### src/rgbyuv_pkg.sv
// package: types, constants and helpers for the rgb to yuv 4:2:0 converter
`default_nettype none
package rgbyuv_pkg;

	localparam int unsigned CFG_W           = 13;
	localparam int unsigned APB_DW          = 32;
	localparam int unsigned APB_AW          = 3;
	localparam int unsigned MAX_DIM_DEFAULT = 4096;

	localparam logic [CFG_W-1:0] FRAME_WIDTH_RST  = 13'd640;
	localparam logic [CFG_W-1:0] FRAME_HEIGHT_RST = 13'd480;

	// register index, taken from paddr[2]
	typedef enum logic {
		REG_FRAME_WIDTH  = 1'b0,
		REG_FRAME_HEIGHT = 1'b1
	} reg_idx_t;

	// unsigned q0.16 coefficients
	localparam logic [15:0] CY_R   = 16'd19595;
	localparam logic [15:0] CY_G   = 16'd38470;
	localparam logic [15:0] CY_B   = 16'd7471;
	localparam logic [15:0] CU_R   = 16'd11076;
	localparam logic [15:0] CU_G   = 16'd21692;
	localparam logic [15:0] C_HALF = 16'd32768;
	localparam logic [15:0] CV_G   = 16'd27460;
	localparam logic [15:0] CV_B   = 16'd5308;

	// q8.16 sums need 25 bits once the rounding constant is added
	localparam int unsigned SUM_W = 25;
	localparam logic [SUM_W-1:0] OFFSET_Q = 25'd8388608;
	localparam logic [SUM_W-1:0] ROUND_Q  = 25'd32768;

	localparam logic [8:0] LUMA_LO   = 9'd16;
	localparam logic [8:0] LUMA_HI   = 9'd235;
	localparam logic [8:0] CHROMA_LO = 9'd16;
	localparam logic [8:0] CHROMA_HI = 9'd240;

	typedef struct packed {
		logic [7:0] red;
		logic [7:0] green;
		logic [7:0] blue;
	} pixel_t;

	typedef struct packed {
		logic [7:0] luma;
		logic       chroma_valid;
		logic [7:0] blue_diff;
		logic [7:0] red_diff;
		logic       frame_end;
	} yuv_t;

	// round half up, drop the fraction, clamp into lo..hi
	function automatic logic [7:0] round_clamp(
		input logic [SUM_W-1:0] sum,
		input logic [8:0]       lo,
		input logic [8:0]       hi
	);
		logic [SUM_W-1:0] rounded;
		logic [8:0]       whole;
		rounded = sum + ROUND_Q;
		whole   = rounded[SUM_W-1:16];
		if (whole < lo) begin
			whole = lo;
		end else if (whole > hi) begin
			whole = hi;
		end
		return whole[7:0];
	endfunction

endpackage
`default_nettype wire

### src/rgb_to_yuv420_converter_unit.sv
// top level: streaming rgb to yuv 4:2:0 converter with frame position tracking
`default_nettype none
// Converts one RGB pixel per clock, in raster order, into a BT.601 full-range
// luma sample (clamped 16..235) and, at the top-left pixel of every complete
// 2x2 block, a U/V chroma pair (clamped 16..240); other pixels carry zero
// chroma with chroma_valid low. frame_end marks the last pixel of the frame.
// Throughput is one pixel per clock while res_stall stays low; each input
// beat passes the input register and then the result register, with the
// coefficient multiply, round and clamp logic between them. While a
// finished result waits on res_stall the input register takes at most one more
// beat, then pix_stall holds the input until the result beat goes out.
// Frame size comes from two APB registers: frame_width at 0x0 and
// frame_height at 0x4, 13 bits each, reset 640x480. Values below 2 act as 2
// and values above MAX_DIM act as MAX_DIM. Write them only while the block is
// idle; a size change keeps the current position, and a position at or past
// the new last column or row ends that line or frame.
module rgb_to_yuv420_converter_unit #(
	parameter int unsigned MAX_DIM = rgbyuv_pkg::MAX_DIM_DEFAULT
) (
	input  wire                               clk,
	input  wire                               arst_n,
	// pixel input
	input  wire                               pix_valid,
	output logic                              pix_stall,
	input  wire  rgbyuv_pkg::pixel_t          pix,
	// result output
	output logic                              res_valid,
	input  wire                               res_stall,
	output rgbyuv_pkg::yuv_t                  res,
	// configuration
	input  wire                               psel,
	input  wire                               penable,
	input  wire                               pwrite,
	input  wire  [rgbyuv_pkg::APB_AW-1:0]     paddr,
	input  wire  [rgbyuv_pkg::APB_DW-1:0]     pwdata,
	output logic [rgbyuv_pkg::APB_DW-1:0]     prdata,
	output logic                              pready
);
	import rgbyuv_pkg::*;

	// position counters span 0..MAX_DIM-1; dimension compares need room for MAX_DIM
	localparam int unsigned POS_W = (MAX_DIM > 2) ? $clog2(MAX_DIM) : 1;
	localparam int unsigned DIM_RAW_W = $clog2(MAX_DIM + 1);
	localparam int unsigned DIM_W = (DIM_RAW_W > CFG_W) ? DIM_RAW_W : CFG_W;

	// ---------------------------------------------------------------
	// configuration registers
	// ---------------------------------------------------------------
	logic [CFG_W-1:0] frame_width_q;
	logic [CFG_W-1:0] frame_height_q;
	logic             cfg_wr;
	reg_idx_t         cfg_idx;
	logic [CFG_W-1:0] cfg_rd;

	assign pready  = 1'b1;
	assign cfg_wr  = psel && penable && pwrite && pready;
	assign cfg_idx = reg_idx_t'(paddr[2]);

	always_ff @(posedge clk or negedge arst_n) begin
		if (!arst_n) begin
			frame_width_q  <= FRAME_WIDTH_RST;
			frame_height_q <= FRAME_HEIGHT_RST;
		end else if (cfg_wr) begin
			unique case (cfg_idx)
				REG_FRAME_WIDTH:  frame_width_q  <= pwdata[CFG_W-1:0];
				REG_FRAME_HEIGHT: frame_height_q <= pwdata[CFG_W-1:0];
				default: ;
			endcase
		end
	end

	always_comb begin
		unique case (cfg_idx)
			REG_FRAME_WIDTH:  cfg_rd = frame_width_q;
			REG_FRAME_HEIGHT: cfg_rd = frame_height_q;
			default:          cfg_rd = '0;
		endcase
		prdata = APB_DW'(cfg_rd);
	end

	// ---------------------------------------------------------------
	// effective frame size, clamped into 2..MAX_DIM
	// ---------------------------------------------------------------
	logic [DIM_W-1:0] width_eff;
	logic [DIM_W-1:0] height_eff;

	function automatic logic [DIM_W-1:0] eff_dim(input logic [CFG_W-1:0] v);
		logic [DIM_W-1:0] ext;
		ext = DIM_W'(v);
		if (ext < DIM_W'(2)) begin
			return DIM_W'(2);
		end else if (ext > DIM_W'(MAX_DIM)) begin
			return DIM_W'(MAX_DIM);
		end
		return ext;
	endfunction

	assign width_eff  = eff_dim(frame_width_q);
	assign height_eff = eff_dim(frame_height_q);

	// ---------------------------------------------------------------
	// handshake: two-entry pipe, input register then result register
	// ---------------------------------------------------------------
	logic s1_valid_q;
	logic s2_free;
	logic s1_adv;
	logic pix_acc;

	assign s2_free   = !res_valid || !res_stall;
	assign s1_adv    = s1_valid_q && s2_free;
	assign pix_stall = s1_valid_q && !s2_free;
	assign pix_acc   = pix_valid && !pix_stall;

	// ---------------------------------------------------------------
	// raster position, evaluated on the accepted beat
	// ---------------------------------------------------------------
	logic [POS_W-1:0] column_q;
	logic [POS_W-1:0] row_q;
	logic [DIM_W-1:0] col_next;
	logic [DIM_W-1:0] row_next;
	logic             line_end;
	logic             last_row;
	logic             pos_cvalid;

	assign col_next   = DIM_W'(column_q) + DIM_W'(1);
	assign row_next   = DIM_W'(row_q) + DIM_W'(1);
	assign line_end   = col_next >= width_eff;
	assign last_row   = row_next >= height_eff;
	// top-left of a full 2x2 block: even position with a neighbor inside the frame
	assign pos_cvalid = !column_q[0] && !row_q[0] && !line_end && !last_row;

	always_ff @(posedge clk or negedge arst_n) begin
		if (!arst_n) begin
			column_q <= '0;
			row_q    <= '0;
		end else if (pix_acc) begin
			if (line_end) begin
				column_q <= '0;
				row_q    <= last_row ? '0 : row_next[POS_W-1:0];
			end else begin
				column_q <= col_next[POS_W-1:0];
			end
		end
	end

	// ---------------------------------------------------------------
	// stage 1: input register with position flags
	// ---------------------------------------------------------------
	pixel_t pix_s1;
	logic   cvalid_s1;
	logic   fend_s1;

	always_ff @(posedge clk or negedge arst_n) begin
		if (!arst_n) begin
			s1_valid_q <= 1'b0;
		end else if (pix_acc) begin
			s1_valid_q <= 1'b1;
		end else if (s1_adv) begin
			s1_valid_q <= 1'b0;
		end
	end

	always_ff @(posedge clk) begin
		if (pix_acc) begin
			pix_s1    <= pix;
			cvalid_s1 <= pos_cvalid;
			fend_s1   <= line_end && last_row;
		end
	end

	// ---------------------------------------------------------------
	// color math: q8.16 sums, always non-negative, wrap-free in 25 bits
	// ---------------------------------------------------------------
	logic [SUM_W-1:0] r_ext;
	logic [SUM_W-1:0] g_ext;
	logic [SUM_W-1:0] b_ext;
	logic [SUM_W-1:0] y_sum;
	logic [SUM_W-1:0] u_sum;
	logic [SUM_W-1:0] v_sum;
	yuv_t             res_d;

	always_comb begin
		r_ext = SUM_W'(pix_s1.red);
		g_ext = SUM_W'(pix_s1.green);
		b_ext = SUM_W'(pix_s1.blue);
		y_sum = SUM_W'(CY_R) * r_ext + SUM_W'(CY_G) * g_ext + SUM_W'(CY_B) * b_ext;
		u_sum = OFFSET_Q + SUM_W'(C_HALF) * b_ext
			- SUM_W'(CU_R) * r_ext - SUM_W'(CU_G) * g_ext;
		v_sum = OFFSET_Q + SUM_W'(C_HALF) * r_ext
			- SUM_W'(CV_G) * g_ext - SUM_W'(CV_B) * b_ext;

		res_d.luma         = round_clamp(y_sum, LUMA_LO, LUMA_HI);
		res_d.chroma_valid = cvalid_s1;
		res_d.blue_diff    = cvalid_s1 ? round_clamp(u_sum, CHROMA_LO, CHROMA_HI) : 8'd0;
		res_d.red_diff     = cvalid_s1 ? round_clamp(v_sum, CHROMA_LO, CHROMA_HI) : 8'd0;
		res_d.frame_end    = fend_s1;
	end

	// ---------------------------------------------------------------
	// stage 2: result register
	// ---------------------------------------------------------------
	always_ff @(posedge clk or negedge arst_n) begin
		if (!arst_n) begin
			res_valid <= 1'b0;
		end else if (s1_adv) begin
			res_valid <= 1'b1;
		end else if (!res_stall) begin
			res_valid <= 1'b0;
		end
	end

	always_ff @(posedge clk) begin
		if (s1_adv) begin
			res <= res_d;
		end
	end

`ifndef SYNTHESIS
	// a held input beat is never lost or overwritten
	a_s1_hold: assert property (@(posedge clk) disable iff (!arst_n)
		s1_valid_q && !s1_adv |=> s1_valid_q && $stable(pix_s1) && $stable(cvalid_s1))
		else $error("input register overwritten while waiting");

	// position stays inside the largest frame
	a_pos_range: assert property (@(posedge clk) disable iff (!arst_n)
		(DIM_W'(column_q) < DIM_W'(MAX_DIM)) && (DIM_W'(row_q) < DIM_W'(MAX_DIM)))
		else $error("raster position out of range");

	// column steps by one inside a line
	a_col_step: assert property (@(posedge clk) disable iff (!arst_n)
		pix_acc && !line_end |=> column_q == $past(col_next[POS_W-1:0]))
		else $error("column did not advance");

	// a chroma pixel has a right neighbor, so it cannot close the frame
	a_cv_fend: assert property (@(posedge clk) disable iff (!arst_n)
		res_valid |-> !(res.chroma_valid && res.frame_end))
		else $error("chroma on the last pixel of a frame");

	// chroma-carrying results sit inside their clamp ranges
	a_clamp: assert property (@(posedge clk) disable iff (!arst_n)
		res_valid && res.chroma_valid |->
			res.luma >= 8'd16 && res.luma <= 8'd235 &&
			res.blue_diff >= 8'd16 && res.blue_diff <= 8'd240 &&
			res.red_diff >= 8'd16 && res.red_diff <= 8'd240)
		else $error("sample outside clamp range");
`endif

endmodule
`default_nettype wire

### config.mk
export PLATFORM = sky130hd
export DESIGN_NAME = rgb_to_yuv420_converter_unit
export DESIGN_NICKNAME = d
export VERILOG_FILES = /design/src/rgbyuv_pkg.sv /design/src/rgb_to_yuv420_converter_unit.sv
export SDC_FILE = /design/constraint.sdc
export NUM_CORES = 1
export LEC_CHECK = 0
export BUFFER_PORTS_ARGS = -buffer_cell sky130_fd_sc_hd__buf_2
export CAP_MARGIN = 20
export CORE_ASPECT_RATIO = 1.75
export CORE_UTILIZATION = 58
export DETAILED_ROUTE_END_ITERATION = 8
export PLACE_DENSITY = 0.76
export SETUP_SLACK_MARGIN = 0.02
export SLEW_MARGIN = 25
export SYNTH_ARGS = -nofsm -noshare
export SYNTH_HDL_FRONTEND = slang
export SYNTH_SLANG_ARGS = --single-unit
### constraint.sdc
create_clock -name clk -period 8.6 [get_ports clk]
set_input_delay 1.29 -clock clk [delete_from_list [all_inputs] [get_ports clk]]
set_output_delay 1.29 -clock clk [all_outputs]
set_load 0.01 [all_outputs]
After elaboration in Yosys (flattened, before gate mapping)
Cells that the tools add are included.

Logic and storage cells: 105. Register bits: 104. Input port bits: 66. Output and inout port bits: 61.

Multiplexer cells: 22. Eq/ne operators: 1. $lt $le $gt $ge: 12. Add/subtract/negate cells: 13. Multiply operators: 7. Reductions and logical operators: 27. Bitwise gates (word level): 2.

Operators by type and width (number): two-way mux 13 bit (6); adder 25 x 16 -> 25 bit, second input constant (3); multiplier 13 x 8 -> 21 bit, first input constant (3); adder 24 x 23 -> 25 bit, first input constant (2); subtractor 25 x 23 -> 25 bit (2); multiplier 15 x 8 -> 23 bit, first input constant (2); greater-than comparator 9 x 8 -> 1 bit, second input constant (3); less-than comparator 9 x 5 -> 1 bit, second input constant (3); adder 12 x 1 -> 13 bit, second input constant (2); greater-or-equal comparator 13 bit (2); greater-than comparator 13 bit, second input constant (2); less-than comparator 13 x 2 -> 1 bit, second input constant (2); one-hot mux 13 bit (2 select lines) (1); adder 23 x 24 -> 25 bit (1); adder 25 x 21 -> 25 bit (1); subtractor 25 x 21 -> 25 bit (1); subtractor 25 x 22 -> 25 bit (1); two-way mux 12 bit (2); two-way mux 8 bit (3); multiplier 12 x 8 -> 20 bit, first input constant (1); multiplier 11 x 8 -> 19 bit, first input constant (1); two-way mux 5 bit (2); logical AND 1 bit (9); logical NOT 1 bit (8); 8 further kinds (21).

Longest topological paths before layout
Depth in word-level cells: 8. Gate-level depth with buffers: 32. Gate-level depth less buffers: 32.

Worst setup path before layout
No wires, ideal clock.

Kind: register to register. Start point: register pix_s1, in the netlist g_ext[6]. End point: register res[20] in the netlist's numbering, data pin. Period minus slack after synthesis: 7817 ps. Buffers on the path: 0. Slack: 783 ps. Setup time: 256 ps. Cell stages (with the launch flop): 30. Arrival time: 7561 ps. Data required time: 8344 ps. Path through: edfxtp_1 -> ha_1 -> inv_1 -> fa_1 -> fa_1 -> inv_1 -> ha_1 -> and3b_1 -> o21a_1 -> o21a_1 -> o221a_2 -> o21ai_0 -> nor2b_1 -> xnor2_1 -> ha_1 -> ha_1 -> fa_1 -> inv_1 -> fa_1 -> fa_1 -> inv_1 -> ha_1 -> nand4_1 -> or2_2 -> o211ai_1 -> o211ai_1 -> a211o_1 -> o21ai_0 -> a21oi_1 -> and4b_1.

Cells in the longest elaborated chain, start to end: 6. Elaborated cells between the ends (all ways): 7. Those cells by class: 3 x add/sub; 1 x mul; 2 x order compare; 1 x reduce/logical.

RTL lines: start: declaration (RTL line rgb_to_yuv420_converter_unit.sv:149) `pixel_t pix_s1;`; start signal: assignment (RTL line rgb_to_yuv420_converter_unit.sv:165) `pix_s1 <= pix;`; multiplier 15 x 8 -> 23 bit (*) (RTL line rgb_to_yuv420_converter_unit.sv:186) `y_sum = SUM_W'(CY_R) * r_ext + SUM_W'(CY_G) * g_ext + SUM_W'(CY_B) * b_ext;`; adder 23 x 24 -> 25 bit (*) (RTL line rgb_to_yuv420_converter_unit.sv:186); adder 25 x 21 -> 25 bit (*) (RTL line rgb_to_yuv420_converter_unit.sv:186); adder 25 x 16 -> 25 bit (*) (RTL line rgbyuv_pkg.sv:61) `rounded = sum + ROUND_Q;`; less-than comparator 9 x 5 -> 1 bit / greater-than comparator 9 x 8 -> 1 bit (equally long branches) (RTL line rgbyuv_pkg.sv:63, rgbyuv_pkg.sv:65); OR reduction 2 bit (no line); end signal: assignment (RTL line rgb_to_yuv420_converter_unit.sv:214) `res <= res_d;`; end: declaration (RTL line rgb_to_yuv420_converter_unit.sv:29) `output rgbyuv_pkg::yuv_t res,`.

Every way passes the cells marked *; elsewhere a longest branch is shown, timed or not. A chain may end at the register's enable or synchronous reset.

Worst setup path after layout
Start point: register pix_s1, in the netlist g_ext[5]. End point: register res[20] in the netlist's numbering, data pin.

Same word-level chain as after synthesis.

==> results.sh <==
export IMPL_status="completed"
export IMPL_clk_latency_ns=0.40
export IMPL_gr_total_overflow=0
export IMPL_seq_area_frac_synth_pct=14.1
export IMPL_numCtsBuffers=9
export IMPL_yosysWarnings=0
export IMPL_antenna_found_initial=0
export IMPL_initial_core_util_pct=59.0
export IMPL_cts_tree="yes"
export IMPL_cp_slowest_cell="fa_1"
export IMPL_min_period_ns=8.23
export IMPL_synth_most_common_cell="ha_1"
export IMPL_worst_slack_ns=0.372
export IMPL_hpwl_um=45500
export IMPL_nNetsFinal=2978
export IMPL_dr_first_iter_drc_count=593
export IMPL_placement_rows=90
export IMPL_cp_data_required_time_ns=8.75
export IMPL_drt_total_wl_um=52300
export IMPL_drt_antenna_violating_nets=0
export IMPL_synth_ff_type="edfxtp_1"
export IMPL_slew_violations=0
export IMPL_synth_area_top_cells="ha_1 29%, fa_1 20%, inv_1 8.3%"
export IMPL_hp_class="flop to flop"
export IMPL_place_congestion=0.981
export IMPL_die_w_um=144
export IMPL_setup_viol=0
export IMPL_post_place_ws_ns=0.360
export IMPL_synth_edf_count=52
export IMPL_synth_seq_cells=104
export IMPL_first_pass_iters=5
export IMPL_synth_top_area_share_pct=28.6
export IMPL_grt_pass1_vias=16600
export IMPL_critical_path_endpoint_type="flop"
export IMPL_track_usage_pct=31.2
export IMPL_clk_pin_slew_ns=0.08
export IMPL_syn_inst=2129
export IMPL_tightest_slew_ns=0.750
export IMPL_fmax_mhz=122
export IMPL_syn_cell_area_mm2=0.0204
export IMPL_period_share_pct=95.7
export IMPL_grt_pass1_wl_um=84100
export IMPL_skew_ns=0.0281
export IMPL_async_flop_share_pct=50.0
export IMPL_die_area_mm2=0.0360
export IMPL_ff2ff_setup_slack_ns=0.37
export IMPL_drc=0
export IMPL_cts_num_sinks=104
export IMPL_yosysUniqueCellTypes=83
export IMPL_grt_max_degree=53
export IMPL_rsz0062_at_grt="false"
export IMPL_drive_gt1_share_pct=9.53
export IMPL_via_per_inst=5.76
export IMPL_setup_tns_ns=0
export IMPL_synth_largest_area_cell="ha_1"
export IMPL_path_class="flop to flop"
export IMPL_vias=15600
export IMPL_cts_root_buf="clkbuf_16"
export IMPL_critPathLaunchType="flop"
export IMPL_routedWlPerCell_um=19.3
export IMPL_cts_hold_buf=0
export IMPL_crit_fanout=6
export IMPL_die_y_um=250
export IMPL_critical_path_arrival_ns=8.37
export IMPL_maxCapViolations=0
export IMPL_ios=127
export IMPL_synth_commonest_cells="467 x ha_1, 452 x inv_1, 204 x fa_1"
export IMPL_port_buffers=85
export IMPL_cp_slowest_stage_delay_ns=0.58
export IMPL_core_area_mm2=0.0346
export IMPL_utilization_pct=63.2
export IMPL_antennaDiodeCount=0
export IMPL_htreeDepth=3
export IMPL_clock_path_buffers=2
export IMPL_hold_violations=0
export IMPL_relSlewSlack_pct=49.9
export IMPL_area_growth_pct=7.06
export IMPL_synth_area_per_cell_um2=9.58
[registers in the layout, indices dropped and copies added, names as in the netlist]
name	count
row_q	12
fend_s1	1
s1_valid_q	1
res	26
frame_height_q	13
g_ext	8
frame_width_q	13
pix_s1	8
cvalid_s1	1
res_valid	1
b_ext	8
column_q	12
[what timing repair did]
| action | 4_1_cts | 5_1_grt |
|---|---|---|
| setup buffers | 0 | 1 |
| setup endpoints to repair | 0 | 11 |
| gates resized for setup | 0 | 2 |
[kinds of logic (layout without fill, tap and decap cells)]
group                    count (synthesis)  in the layout  share of synthesized area (%)
AO/OA/AOI/OAI                          339            339                           11.1
XOR/XNOR                               113            113                           4.89
adder cells (fa/ha/maj)                671            671                           48.7
buffers and inverters                  493            592                           9.57
flip-flops                             104            104                           14.1
multiplexers                            50             50                           2.70
other                                    2             20                         0.0368
AND/OR/NAND/NOR                        357            357                           8.94
[final timing paths]
path | startpoint | end | depth (start not counted)
min in group asynchronous | arst_n | row_q[3] | 2
worst min register to register | fend_s1 | res[0] | 0
worst min-delay path | fend_s1 | res[0] | 0
worst max register to register | g_ext[5] | res[20] | 30
max in group asynchronous | arst_n | column_q[0] | 2
worst max-delay path | g_ext[5] | res[20] | 30
[layout make-up]
class                      instances  area, µm²
fill                            2883      12700
clock buffer                       9        225
inverter                         453       1700
sequential                       104       2870
clock inverter                     7       77.6
multi-input combinational       1550      15700
tap                              460        576
timing repair buffer             123        731
[routing by layer]
metal | track usage (%) | vias up | wire, µm
met3 | 4.26 | 214 | 1740
met5 | 0 | - | 0
met1 | 29.1 | 7591 | 17000
met2 | 57.5 | 403 | 28000
li1 | - | 7376 | -
met4 | 28.3 | 0 | 5570
[through the flow]
stage          instances  hold slack [ns]  area, µm²
2_1_floorplan       2147            0.400      20500
3_3_place_gp        2688            0.407      21500
3_5_place_dp        2689            0.415      21500
4_1_cts             2705            0.434      21800
5_1_grt             2706            0.463      21800
6_report            2706            0.430      21800
[critical path, delay by kind of cell, from the launching register on]
kind                     cells  cell delay [ns]
flip-flops                   1             0.42
AO/OA/AOI/OAI                9             1.69
buffers and inverters        5             0.46
XOR/XNOR                     1             0.17
AND/OR/NAND/NOR              5             1.11
adder cells (fa/ha/maj)     10             4.12
[cell usage in the layout (no fill, tap or decap), types with 6 or more instances in the layout]
master and count:
nor3_1 40, buf_4 37, xor2_1 39, a211oi_1 12, edfxtp_1 52, nand4_1 13
a21oi_1 84, o21ai_0 70, clkbuf_16 9, nor2_1 67, a31oi_1 11, o21bai_1 7
or3_1 11, buf_2 85, nand3_1 29, or2_2 10, nand2b_1 22, and3_1 30
mux2i_1 9, xnor2_1 73, ha_1 467, inv_1 452, a21o_1 41, and2_1 7
conb_1 20, dfrtp_1 46, o211ai_1 21, nor4_1 14, mux2_2 41, nor2b_1 22
o21a_1 21, fa_1 204, a22o_1 10, dfstp_2 6, nand2_1 80
Power is left out: the tool's default activity adds up to more than one toggle a clock period on the data nets, which glitch-free logic cannot reach.
